<file path="src/design/fds_pkg.sv">
// Shared types, constants and command codes for the fall detection sequencer.
`timescale 1ns / 1ps
`default_nettype none

package fds_pkg;

    localparam logic [31:0] CONFIRM_TIMEOUT_MS = 32'd10000;
    localparam logic signed [15:0] REF_Z_RESET = 16'sd2509;

    localparam logic [7:0] CFG_REST_MAG_LO         = 8'd0;
    localparam logic [7:0] CFG_REST_MAG_HI         = 8'd1;
    localparam logic [7:0] CFG_STILL_GYRO_MAX      = 8'd2;
    localparam logic [7:0] CFG_FREE_FALL_LEVEL     = 8'd3;
    localparam logic [7:0] CFG_IMPACT_LEVEL        = 8'd4;
    localparam logic [7:0] CFG_POSTURE_COS_LIMIT   = 8'd5;
    localparam logic [7:0] CFG_FREE_FALL_WINDOW_MS = 8'd6;
    localparam logic [7:0] CFG_INACTIVITY_MS       = 8'd7;

    localparam logic [1:0] PHASE_IDLE      = 2'd0;
    localparam logic [1:0] PHASE_FREE_FALL = 2'd1;
    localparam logic [1:0] PHASE_AWAIT     = 2'd2;

    typedef struct packed {
        logic [31:0]        time_ms;
        logic [15:0]        accel_mag;
        logic signed [15:0] accel_x;
        logic signed [15:0] accel_y;
        logic signed [15:0] accel_z;
        logic [15:0]        gyro_mag;
    } fds_in_t;

    typedef struct packed {
        logic       fall_detected;
        logic [1:0] phase;
    } fds_out_t;

    typedef struct packed {
        logic [15:0]        rest_mag_lo;
        logic [15:0]        rest_mag_hi;
        logic [15:0]        still_gyro_max;
        logic [15:0]        free_fall_level;
        logic [15:0]        impact_level;
        logic signed [15:0] posture_cos_limit;
        logic [15:0]        free_fall_window_ms;
        logic [15:0]        inactivity_ms;
    } fds_cfg_t;

    typedef enum logic [3:0] {
        MUL_NONE,
        MUL_RXX,
        MUL_RYY,
        MUL_RZZ,
        MUL_RXRX,
        MUL_RYRY,
        MUL_RZRZ,
        MUL_XX,
        MUL_YY,
        MUL_ZZ,
        MUL_LL,
        MUL_ADAD,
        MUL_S1S2,
        MUL_PLO,
        MUL_PHI
    } fds_mul_op_t;

    typedef enum logic [3:0] {
        ACC_NONE,
        ACC_DOT_INIT,
        ACC_DOT_ADD,
        ACC_S1_INIT,
        ACC_S1_ADD,
        ACC_S2_INIT,
        ACC_S2_ADD,
        ACC_LL_SET,
        ACC_D2_SET,
        ACC_P_SET,
        ACC_R_INIT,
        ACC_R_ADD_HI
    } fds_acc_op_t;

    typedef struct packed {
        logic        load;
        fds_mul_op_t mul_op;
        fds_acc_op_t acc_op;
        logic        decide;
    } fds_cmd_t;

endpackage

`default_nettype wire

</file>
<file path="src/design/fds_ctrl.sv">
// Sequencer for the fall detector: handshakes and multiply schedule.
`timescale 1ns / 1ps
`default_nettype none

module fds_ctrl
    import fds_pkg::*;
(
    input  wire logic aclk,
    input  wire logic aresetn,
    input  wire logic s_valid,
    output logic      s_ready,
    output logic      m_valid,
    input  wire logic m_ready,
    output fds_cmd_t  cmd
);

    typedef enum logic [1:0] {
        S_IDLE,
        S_CALC,
        S_DONE
    } state_t;

    state_t     state_reg, state_next;
    logic [3:0] step_reg, step_next;
    logic       m_valid_reg, m_valid_next;

    always_comb begin
        cmd        = '0;
        cmd.mul_op = MUL_NONE;
        cmd.acc_op = ACC_NONE;
        cmd.load   = (state_reg == S_IDLE) && s_valid;
        cmd.decide = (state_reg == S_DONE) && (!m_valid_reg || m_ready);
        if (state_reg == S_CALC) begin
            case (step_reg)
                4'd0: begin cmd.mul_op = MUL_RXX;  cmd.acc_op = ACC_NONE;     end
                4'd1: begin cmd.mul_op = MUL_RYY;  cmd.acc_op = ACC_DOT_INIT; end
                4'd2: begin cmd.mul_op = MUL_RZZ;  cmd.acc_op = ACC_DOT_ADD;  end
                4'd3: begin cmd.mul_op = MUL_RXRX; cmd.acc_op = ACC_DOT_ADD;  end
                4'd4: begin cmd.mul_op = MUL_RYRY; cmd.acc_op = ACC_S1_INIT;  end
                4'd5: begin cmd.mul_op = MUL_RZRZ; cmd.acc_op = ACC_S1_ADD;   end
                4'd6: begin cmd.mul_op = MUL_XX;   cmd.acc_op = ACC_S1_ADD;   end
                4'd7: begin cmd.mul_op = MUL_YY;   cmd.acc_op = ACC_S2_INIT;  end
                4'd8: begin cmd.mul_op = MUL_ZZ;   cmd.acc_op = ACC_S2_ADD;   end
                4'd9: begin cmd.mul_op = MUL_LL;   cmd.acc_op = ACC_S2_ADD;   end
                4'd10: begin cmd.mul_op = MUL_ADAD; cmd.acc_op = ACC_LL_SET;  end
                4'd11: begin cmd.mul_op = MUL_S1S2; cmd.acc_op = ACC_D2_SET;  end
                4'd12: begin cmd.mul_op = MUL_NONE; cmd.acc_op = ACC_P_SET;   end
                4'd13: begin cmd.mul_op = MUL_PLO;  cmd.acc_op = ACC_NONE;    end
                4'd14: begin cmd.mul_op = MUL_PHI;  cmd.acc_op = ACC_R_INIT;  end
                4'd15: begin cmd.mul_op = MUL_NONE; cmd.acc_op = ACC_R_ADD_HI; end
                default: begin cmd.mul_op = MUL_NONE; cmd.acc_op = ACC_NONE;  end
            endcase
        end
    end

    always_comb begin
        state_next   = state_reg;
        step_next    = step_reg;
        m_valid_next = m_valid_reg;
        if (m_ready) begin
            m_valid_next = 1'b0;
        end
        case (state_reg)
            S_IDLE: begin
                if (s_valid) begin
                    state_next = S_CALC;
                    step_next  = '0;
                end
            end
            S_CALC: begin
                step_next = step_reg + 4'd1;
                if (step_reg == 4'd15) begin
                    state_next = S_DONE;
                end
            end
            S_DONE: begin
                if (!m_valid_reg || m_ready) begin
                    state_next   = S_IDLE;
                    m_valid_next = 1'b1;
                end
            end
            default: begin
                state_next = S_IDLE;
            end
        endcase
    end

    always_ff @(posedge aclk) begin
        if (!aresetn) begin
            state_reg   <= S_IDLE;
            step_reg    <= '0;
            m_valid_reg <= 1'b0;
        end else begin
            state_reg   <= state_next;
            step_reg    <= step_next;
            m_valid_reg <= m_valid_next;
        end
    end

    assign s_ready = (state_reg == S_IDLE);
    assign m_valid = m_valid_reg;

`ifndef SYNTHESIS
    a_decide_out_free: assert property (@(posedge aclk) disable iff (!aresetn)
        cmd.decide |-> (!m_valid_reg || m_ready))
        else $error("result written over a pending beat");

    a_decide_sets_valid: assert property (@(posedge aclk) disable iff (!aresetn)
        cmd.decide |=> m_valid_reg)
        else $error("decided result not presented");

    a_load_starts_calc: assert property (@(posedge aclk) disable iff (!aresetn)
        cmd.load |=> (state_reg == S_CALC && step_reg == 4'd0))
        else $error("load did not start the schedule");

    a_calc_length: assert property (@(posedge aclk) disable iff (!aresetn)
        cmd.load |-> ##17 (state_reg == S_DONE))
        else $error("schedule length mismatch");

    a_no_load_busy: assert property (@(posedge aclk) disable iff (!aresetn)
        (state_reg != S_IDLE) |-> !cmd.load)
        else $error("load while busy");
`endif

endmodule

`default_nettype wire

</file>
<file path="src/design/fds_datapath.sv">
// Datapath: sample capture, shared multiplier, accumulators and fall stage logic.
`timescale 1ns / 1ps
`default_nettype none

module fds_datapath
    import fds_pkg::*;
(
    input  wire logic     aclk,
    input  wire logic     aresetn,
    input  wire fds_cfg_t cfg,
    input  wire fds_in_t  s_data,
    input  wire fds_cmd_t cmd,
    output fds_out_t      m_data
);

    // fall sequence state
    logic        iff_reg, ar_reg, rt_reg;
    logic [31:0] ffs_reg, it_reg, rs_reg;
    logic signed [15:0] ref_x_reg, ref_y_reg, ref_z_reg;

    // captured sample
    logic [31:0] now_reg;
    logic [15:0] mag_reg;
    logic signed [15:0] x_reg, y_reg, z_reg;
    logic        still_reg;

    // arithmetic
    logic signed [65:0] prod_reg;
    logic signed [32:0] dot_reg;
    logic [31:0] s1_reg, s2_reg;
    logic [30:0] ll_reg;
    logic [63:0] d2_reg, p_reg;
    logic [95:0] r_reg;

    logic still_c;
    logic signed [32:0] mul_a, mul_b;
    logic [32:0] ad;
    fds_out_t    out_reg;

    // decide
    logic        pc, fall_c;
    logic        idle0, ff_start, f1, impact, f2, ar2, rt2, iff_n, ar_n, rt_n;
    logic [31:0] start1, it2, rs_n;
    logic [95:0] lhs;

    assign still_c = (s_data.accel_mag >= cfg.rest_mag_lo)
                  && (s_data.accel_mag <= cfg.rest_mag_hi)
                  && (s_data.gyro_mag <= cfg.still_gyro_max);

    assign ad = dot_reg[32] ? 33'(-dot_reg) : dot_reg;

    always_comb begin
        mul_a = '0;
        mul_b = '0;
        case (cmd.mul_op)
            MUL_RXX:  begin mul_a = 33'(ref_x_reg); mul_b = 33'(x_reg); end
            MUL_RYY:  begin mul_a = 33'(ref_y_reg); mul_b = 33'(y_reg); end
            MUL_RZZ:  begin mul_a = 33'(ref_z_reg); mul_b = 33'(z_reg); end
            MUL_RXRX: begin mul_a = 33'(ref_x_reg); mul_b = 33'(ref_x_reg); end
            MUL_RYRY: begin mul_a = 33'(ref_y_reg); mul_b = 33'(ref_y_reg); end
            MUL_RZRZ: begin mul_a = 33'(ref_z_reg); mul_b = 33'(ref_z_reg); end
            MUL_XX:   begin mul_a = 33'(x_reg); mul_b = 33'(x_reg); end
            MUL_YY:   begin mul_a = 33'(y_reg); mul_b = 33'(y_reg); end
            MUL_ZZ:   begin mul_a = 33'(z_reg); mul_b = 33'(z_reg); end
            MUL_LL: begin
                mul_a = 33'(cfg.posture_cos_limit);
                mul_b = 33'(cfg.posture_cos_limit);
            end
            MUL_ADAD: begin mul_a = ad; mul_b = ad; end
            MUL_S1S2: begin mul_a = {1'b0, s1_reg}; mul_b = {1'b0, s2_reg}; end
            MUL_PLO:  begin mul_a = {1'b0, p_reg[31:0]}; mul_b = {2'b00, ll_reg}; end
            MUL_PHI:  begin mul_a = {1'b0, p_reg[63:32]}; mul_b = {2'b00, ll_reg}; end
            default:  begin mul_a = '0; mul_b = '0; end
        endcase
    end

    always_ff @(posedge aclk) begin
        if (cmd.mul_op != MUL_NONE) begin
            prod_reg <= mul_a * mul_b;
        end
        case (cmd.acc_op)
            ACC_DOT_INIT: dot_reg <= prod_reg[32:0];
            ACC_DOT_ADD:  dot_reg <= dot_reg + prod_reg[32:0];
            ACC_S1_INIT:  s1_reg  <= prod_reg[31:0];
            ACC_S1_ADD:   s1_reg  <= s1_reg + prod_reg[31:0];
            ACC_S2_INIT:  s2_reg  <= prod_reg[31:0];
            ACC_S2_ADD:   s2_reg  <= s2_reg + prod_reg[31:0];
            ACC_LL_SET:   ll_reg  <= prod_reg[30:0];
            ACC_D2_SET:   d2_reg  <= prod_reg[63:0];
            ACC_P_SET:    p_reg   <= prod_reg[63:0];
            ACC_R_INIT:   r_reg   <= {32'd0, prod_reg[63:0]};
            ACC_R_ADD_HI: r_reg   <= r_reg + {prod_reg[63:0], 32'd0};
            default: ;
        endcase
        if (cmd.load) begin
            now_reg   <= s_data.time_ms;
            mag_reg   <= s_data.accel_mag;
            x_reg     <= s_data.accel_x;
            y_reg     <= s_data.accel_y;
            z_reg     <= s_data.accel_z;
            still_reg <= still_c;
        end
        if (cmd.decide) begin
            out_reg.fall_detected <= fall_c;
            out_reg.phase <= ar_n ? PHASE_AWAIT : (iff_n ? PHASE_FREE_FALL : PHASE_IDLE);
        end
    end

    // posture change on squared terms
    always_comb begin
        lhs = {2'b00, d2_reg, 30'd0};
        if (s1_reg == 32'd0 || s2_reg == 32'd0) begin
            pc = 1'b0;
        end else if (!cfg.posture_cos_limit[15]) begin
            pc = dot_reg[32] || (dot_reg == 33'sd0) || (lhs <= r_reg);
        end else begin
            pc = dot_reg[32] && (lhs >= r_reg);
        end
    end

    always_comb begin
        idle0    = !iff_reg && !ar_reg;
        ff_start = idle0 && (mag_reg < cfg.free_fall_level);
        f1       = iff_reg || ff_start;
        start1   = ff_start ? now_reg : ffs_reg;
        impact   = f1 && (mag_reg > cfg.impact_level);
        f2       = f1 && !impact;
        ar2      = ar_reg || impact;
        it2      = impact ? now_reg : it_reg;
        rt2      = impact ? 1'b0 : rt_reg;
        iff_n    = f2 && !((now_reg - start1) > {16'd0, cfg.free_fall_window_ms});
        ar_n     = ar2;
        rt_n     = rt2;
        rs_n     = rs_reg;
        fall_c   = 1'b0;
        if (ar2) begin
            if (still_reg && pc) begin
                rt_n = 1'b1;
                if (!rt2) begin
                    rs_n = now_reg;
                end
                if ((now_reg - rs_n) >= {16'd0, cfg.inactivity_ms}) begin
                    ar_n   = 1'b0;
                    rt_n   = 1'b0;
                    fall_c = 1'b1;
                end
            end else begin
                rt_n = 1'b0;
            end
            if (!fall_c && ((now_reg - it2) > CONFIRM_TIMEOUT_MS)) begin
                ar_n = 1'b0;
                rt_n = 1'b0;
            end
        end
    end

    always_ff @(posedge aclk) begin
        if (!aresetn) begin
            iff_reg   <= 1'b0;
            ar_reg    <= 1'b0;
            rt_reg    <= 1'b0;
            ffs_reg   <= '0;
            it_reg    <= '0;
            rs_reg    <= '0;
            ref_x_reg <= '0;
            ref_y_reg <= '0;
            ref_z_reg <= REF_Z_RESET;
        end else begin
            if (cmd.load && !iff_reg && !ar_reg && still_c) begin
                ref_x_reg <= s_data.accel_x;
                ref_y_reg <= s_data.accel_y;
                ref_z_reg <= s_data.accel_z;
            end
            if (cmd.decide) begin
                iff_reg <= iff_n;
                ar_reg  <= ar_n;
                rt_reg  <= rt_n;
                ffs_reg <= start1;
                it_reg  <= it2;
                rs_reg  <= rs_n;
            end
        end
    end

    assign m_data = out_reg;

endmodule

`default_nettype wire

</file>
<file path="src/design/fall_detection_sequencer_core.sv">
// Top level of the fall detection sequencer: config registers, controller, datapath.
//
//   channel  dir  handshake              payload
//   s_       in   s_valid / s_ready      s_data  (fds_in_t)
//   m_       out  m_valid / m_ready      m_data  (fds_out_t)
//   cfg_     in   cfg_valid / cfg_ready  cfg_index, cfg_data
//
// Each sample beat is accepted, run through 16 steps of the shared 33x33
// multiplier, then given the stage decision; no new beat is taken before that.
// A result waiting on m_ready does not block the next sample beat; only the
// decision step waits for the output register to free up.
// Reset (aresetn low, synchronous) restores config, controller and fall state.
// Config writes are always accepted; unknown indexes are dropped.
`timescale 1ns / 1ps
`default_nettype none

module fall_detection_sequencer_core
    import fds_pkg::*;
(
    input  wire logic        aclk,
    input  wire logic        aresetn,
    input  wire logic        s_valid,
    output logic             s_ready,
    input  wire fds_in_t     s_data,
    output logic             m_valid,
    input  wire logic        m_ready,
    output fds_out_t         m_data,
    input  wire logic        cfg_valid,
    output logic             cfg_ready,
    input  wire logic [7:0]  cfg_index,
    input  wire logic [15:0] cfg_data
);

    fds_cfg_t cfg_reg;
    fds_cmd_t cmd;

    always_ff @(posedge aclk) begin
        if (!aresetn) begin
            cfg_reg.rest_mag_lo         <= 16'd2304;
            cfg_reg.rest_mag_hi         <= 16'd2816;
            cfg_reg.still_gyro_max      <= 16'd480;
            cfg_reg.free_fall_level     <= 16'd768;
            cfg_reg.impact_level        <= 16'd7526;
            cfg_reg.posture_cos_limit   <= 16'sd16384;
            cfg_reg.free_fall_window_ms <= 16'd1000;
            cfg_reg.inactivity_ms       <= 16'd3000;
        end else if (cfg_valid) begin
            case (cfg_index)
                CFG_REST_MAG_LO:         cfg_reg.rest_mag_lo         <= cfg_data;
                CFG_REST_MAG_HI:         cfg_reg.rest_mag_hi         <= cfg_data;
                CFG_STILL_GYRO_MAX:      cfg_reg.still_gyro_max      <= cfg_data;
                CFG_FREE_FALL_LEVEL:     cfg_reg.free_fall_level     <= cfg_data;
                CFG_IMPACT_LEVEL:        cfg_reg.impact_level        <= cfg_data;
                CFG_POSTURE_COS_LIMIT:   cfg_reg.posture_cos_limit   <= cfg_data;
                CFG_FREE_FALL_WINDOW_MS: cfg_reg.free_fall_window_ms <= cfg_data;
                CFG_INACTIVITY_MS:       cfg_reg.inactivity_ms       <= cfg_data;
                default: ;
            endcase
        end
    end

    assign cfg_ready = 1'b1;

    fds_ctrl u_ctrl (
        .aclk    (aclk),
        .aresetn (aresetn),
        .s_valid (s_valid),
        .s_ready (s_ready),
        .m_valid (m_valid),
        .m_ready (m_ready),
        .cmd     (cmd)
    );

    fds_datapath u_datapath (
        .aclk    (aclk),
        .aresetn (aresetn),
        .cfg     (cfg_reg),
        .s_data  (s_data),
        .cmd     (cmd),
        .m_data  (m_data)
    );

endmodule

`default_nettype wire

</file>
<file path="config.mk">
export PLATFORM = sky130hd
export DESIGN_NAME = fall_detection_sequencer_core
export DESIGN_NICKNAME = d
export VERILOG_FILES = /design/src/design/fds_pkg.sv /design/src/design/fds_ctrl.sv /design/src/design/fds_datapath.sv /design/src/design/fall_detection_sequencer_core.sv
export SDC_FILE = /design/constraint.sdc
export NUM_CORES = 2
export LEC_CHECK = 0
export BUFFER_PORTS_ARGS = -buffer_cell sky130_fd_sc_hd__buf_2
export CORE_ASPECT_RATIO = 1.4
export CORE_UTILIZATION = 45
export CTS_CLUSTER_SIZE = 20
export DETAILED_ROUTE_END_ITERATION = 12
export PLACE_DENSITY = 0.68
export SETUP_SLACK_MARGIN = 0.1
export SYNTH_ARGS = -nofsm -noshare
export SYNTH_HDL_FRONTEND = slang
export SYNTH_SLANG_ARGS = --single-unit
</file>
<file path="constraint.sdc">
create_clock -name aclk -period 10.7 [get_ports aclk]
set_input_delay 2.675 -clock aclk [delete_from_list [all_inputs] [get_ports aclk]]
set_output_delay 2.675 -clock aclk [all_outputs]
set_load 0.05 [all_outputs]
</file>
==> results.yml <==
synth:
  ys.flop_type: "edfxtp_1"
  ys_types: 98
  yosys.area.top_type: "fa_1"
  synth_cells: 9500
  ys_async_sr_fraction_pct: 0
  syn_nets: 11420
  synth-seq-area-share_pct: 24.37
  yosysWarnings: 0
  ys_ff_latch: 806
  avgSynthCellArea_um2: 9.201
  synth.top_cell.area_share_pct: 25.93
  synth_edf_count: 516
  netlist_area_um2: 87410
  synth_area_leaders: "fa_1, edfxtp_1, ha_1, dfxtp_1, inv_1"
global_routing:
  grt_overflow_total: 0
  grt_pass1_vias: 74530
  grt_max_degree: 97
  grtUsageMet1_pct: 32.49
  grt_pass1_wl_mm: 450.9
  met2_usage_pct: 53.70
  grt_use_total_pct: 30.83
  antenna_found_initial: 26
  top_usage_layer: "met2"
  gr-usage-met3_pct: 4.383
pwr:
  p_int_mw: 6.013
  power.leakage_nw: 43.85
  swShare_pct: 31.42
  peakVddDrop_v: 0.0001372
  p_per_area_nw_per_um2: 90.09
  switching_power_mw: 2.755
  p_clk_share_pct: 37.8
  p_seq_share_pct: 39.7
  p_comb_share_pct: 22.5
layout:
  multi_input_area_um2: 59380
  nNetsFinal: 11660
  post-route-util_pct: 50.40
  fill_cells: 17900
  seq_area_um2: 21310
  area_growth_pct: 11.35
  drive_gt1_share_pct: 9.175
  largest_register_ff_count: 128
detailed_routing:
  antenna_left: 0
  post_drt_via_cell_ratio: 5.802
  drc: 0
  drt_iter0_drc: 5524
  wl_per_cell_um: 24.59
  first_pass_iters: 8
  vias: 71610
  wirelength_mm: 303.5
clock_network:
  clock-root-buffer: "clkbuf_16"
  clockBufferDepth: 3
  clk_pin_slew_ns: 0.06
  h-tree-depth: 3
  cts_buffers: 89
  worstSkewPairLatency_ns: 0.72
  postCtsHoldBufs: 0
  cts_sinks: 806
  cts_tree: "done"
die:
  io-pin-count: 147
  core_um2: 193100
  rows: 191
  initial_core_util_pct: 45.27
  die-height_um: 523.5
  die_area_um2: 196000
  die_w_um: 374.5
setup_path:
  start_kind: "register"
  crit_path_end_kind: "register"
  crit_top_cell: "fa_1"
  worstSetupPathType: "register to register"
  slowest_stage: "or4_4"
  critPathArrivalTime_ns: 10.70
  crit_path_start: "u_datapath.dot_reg[13]$_DFFE_PP_"
  worstPathRequired_ns: 11.14
  r2r_slack_ns: 0.44
  worstReg2RegEnd: "u_datapath.prod_reg[60]$_DFFE_PP_"
  slowest_delay_ns: 0.58
  crit_path_end: "u_datapath.prod_reg[60]$_DFFE_PP_"
  cp_max_fo: 4
  reg2regPathDepth: 37
  timing.rr.start: "u_datapath.dot_reg[13]$_DFFE_PP_"
timing:
  relSlewSlack_pct: 21.01
  layout_setup_ws_ns: 0.4432
  hold_viol: 0
  drv_slew: 0
  setup_viol: 0
  timing.fmax_mhz: 97.50
  post-route-period-util_pct: 95.86
  period_needed_ns: 10.26
  tightest_slew_ns: 1.182
  fin_worst_skew_ns: 0.07564
  rsz0062_at_grt: "no"
run:
  drv_cap: 0
place:
  dp_slack_ns: -0.4206
  io_buffers: 145
  gp_congestion: 1.034
  place_hpwl_mm: 240.8
status:
  status: "finished, final reports clean"
worst_hold_path:
  hold_class: "register to register"
  worst_hold_startpoint: "cfg_reg[79]$_SDFFE_PN0P_"
-- cells in the final DEF (no fill, tap or decap), types with 51 or more instances in the layout --
| master | n |
|---|---|
| buf_12 | 51 |
| inv_1 | 1494 |
| ha_1 | 641 |
| buf_4 | 391 |
| nand2b_1 | 55 |
| a21oi_1 | 422 |
| o21ai_0 | 401 |
| buf_2 | 144 |
| a21o_1 | 194 |
| mux2i_1 | 179 |
| fa_1 | 1132 |
| a211oi_1 | 148 |
| nand4_1 | 77 |
| edfxtp_1 | 516 |
| clkbuf_16 | 94 |
| nor2_1 | 665 |
| nand3_1 | 122 |
| o21a_1 | 77 |
| nand2_1 | 1306 |
| and2_1 | 141 |
| xnor2_1 | 174 |
| xor2_1 | 116 |
| nor3_1 | 69 |
| nor2b_1 | 55 |
| dfxtp_1 | 288 |
| o211ai_1 | 65 |
-- worst max-delay path, delay by kind of cell, from the launching register on --
| kind | cells | cell delay [ns] |
|---|---|---|
| DFF | 1 | 0.40 |
| adders and majority gates | 9 | 4.46 |
| AOI/OAI and AO/OA | 6 | 1.39 |
| xor gates and xnor gates | 2 | 0.26 |
| buffers and inverters | 8 | 0.78 |
| and+or+nand+nor | 12 | 2.70 |
-- power groups by stage --
| stage | Clock, mW | Combinational, mW | Sequential (mW) |
|---|---|---|---|
| 2_1_floorplan | 0 | 1.21 | 3.50 |
| 3_3_place_gp | 0 | 1.90 | 3.54 |
| 3_5_place_dp | 0 | 1.93 | 3.54 |
| 4_1_cts | 3.36 | 1.94 | 3.47 |
| 5_1_grt | 3.47 | 2.13 | 3.48 |
| 6_report | 3.32 | 1.97 | 3.48 |
-- cell families (layout without fill, tap and decap cells) --
family	count (synthesis)	in the layout	synth area share (%)
DFF	806	806	24.37
xor gates and xnor gates	291	291	2.916
adders and majority gates	1776	1776	35.15
muxes	194	194	2.243
AOI/OAI and AO/OA	1748	1748	13.02
buffers and inverters	1933	2253	8.321
and+or+nand+nor	2751	2751	13.98
other	1	14	0.004290
-- synth_stat cells, drive strengths merged (13+ instances only) --
cell and n:
a2111oi 16, a211o 23, a211oi 156, a21boi 19
a21o 194, a21oi 426, a221oi 35, a222oi 14
a22o 24, a22oi 25, a31o 14, a31oi 32
and2 141, and3 37, buf 21, clkbuf 414
dfxtp 290, edfxtp 516, fa 1132, ha 644
inv 1497, mux2 15, mux2i 179, nand2 1308
nand2b 55, nand3 124, nand3b 15, nand4 77
nor2 672, nor2b 58, nor3 80, nor4 57
o211ai 65, o21a 77, o21ai 426, o21bai 45
o22ai 13, o31ai 32, or2 18, or3 34
or4 26, xnor2 174, xor2 117
-- how the worst min path moves through the flow --
| stage | depth (start not counted) | slack, ns | end |
|---|---|---|---|
| after detailed placement | 2 | 0.45 | u_datapath.ffs_reg[0]$_SDFFE_PN0P_ |
| after CTS | 2 | 0.45 | u_datapath.ffs_reg[0]$_SDFFE_PN0P_ |
| final | 2 | 0.45 | cfg_reg[79]$_SDFFE_PN0P_ |
| after floorplan | 2 | 0.43 | u_datapath.ffs_reg[0]$_SDFFE_PN0P_ |
| after global routing | 2 | 0.47 | cfg_reg[78]$_SDFFE_PN0P_ |
| after global placement | 2 | 0.44 | u_datapath.ffs_reg[0]$_SDFFE_PN0P_ |
-- what timing repair did --
| action | in CTS | in global routing |
|---|---|---|
| endpoints found under the setup margin | 7 | 19 |
| resized for setup | 7 | 36 |
| buffers inserted | 1 | 0 |
| cloned | 0 | 0 |
| pin swaps | 2 | 9 |
-- cell type report --
cell class / count / share of cell area (%)
tap: 2509 / 3.226
clock buffer: 113 / 2.566
antenna: 13 / 0.03343
clock inverter: 55 / 0.6647
inverter: 1498 / 5.789
multi-input combinational: 6761 / 61.01
timing repair buffer: 587 / 4.817
sequential: 806 / 21.89
-- per-layer routing --
layer / wire [µm] / vias up
met2: 149900 / 2965
met1: 102900 / 35660
met3: 18840 / 1099
met4: 31800 / 12
met5: 101 / -
li1: - / 31870
-- metrics by stage --
step / TNS, ns / hold slack, ns / power [mW] / instances / cell area (µm²)
after floorplan: 0 / 0.4338 / 4.706 / 9500 / 87410
after global routing: 0 / 0.4674 / 9.075 / 12330 / 97300
after detailed placement: -1.146 / 0.4450 / 5.466 / 12160 / 93930
final: 0 / 0.4532 / 8.768 / 12340 / 97320
after global placement: -1.787 / 0.4418 / 5.436 / 12160 / 93930
after CTS: 0 / 0.4534 / 8.778 / 12330 / 97110
(Power assumes the default switching activity.)
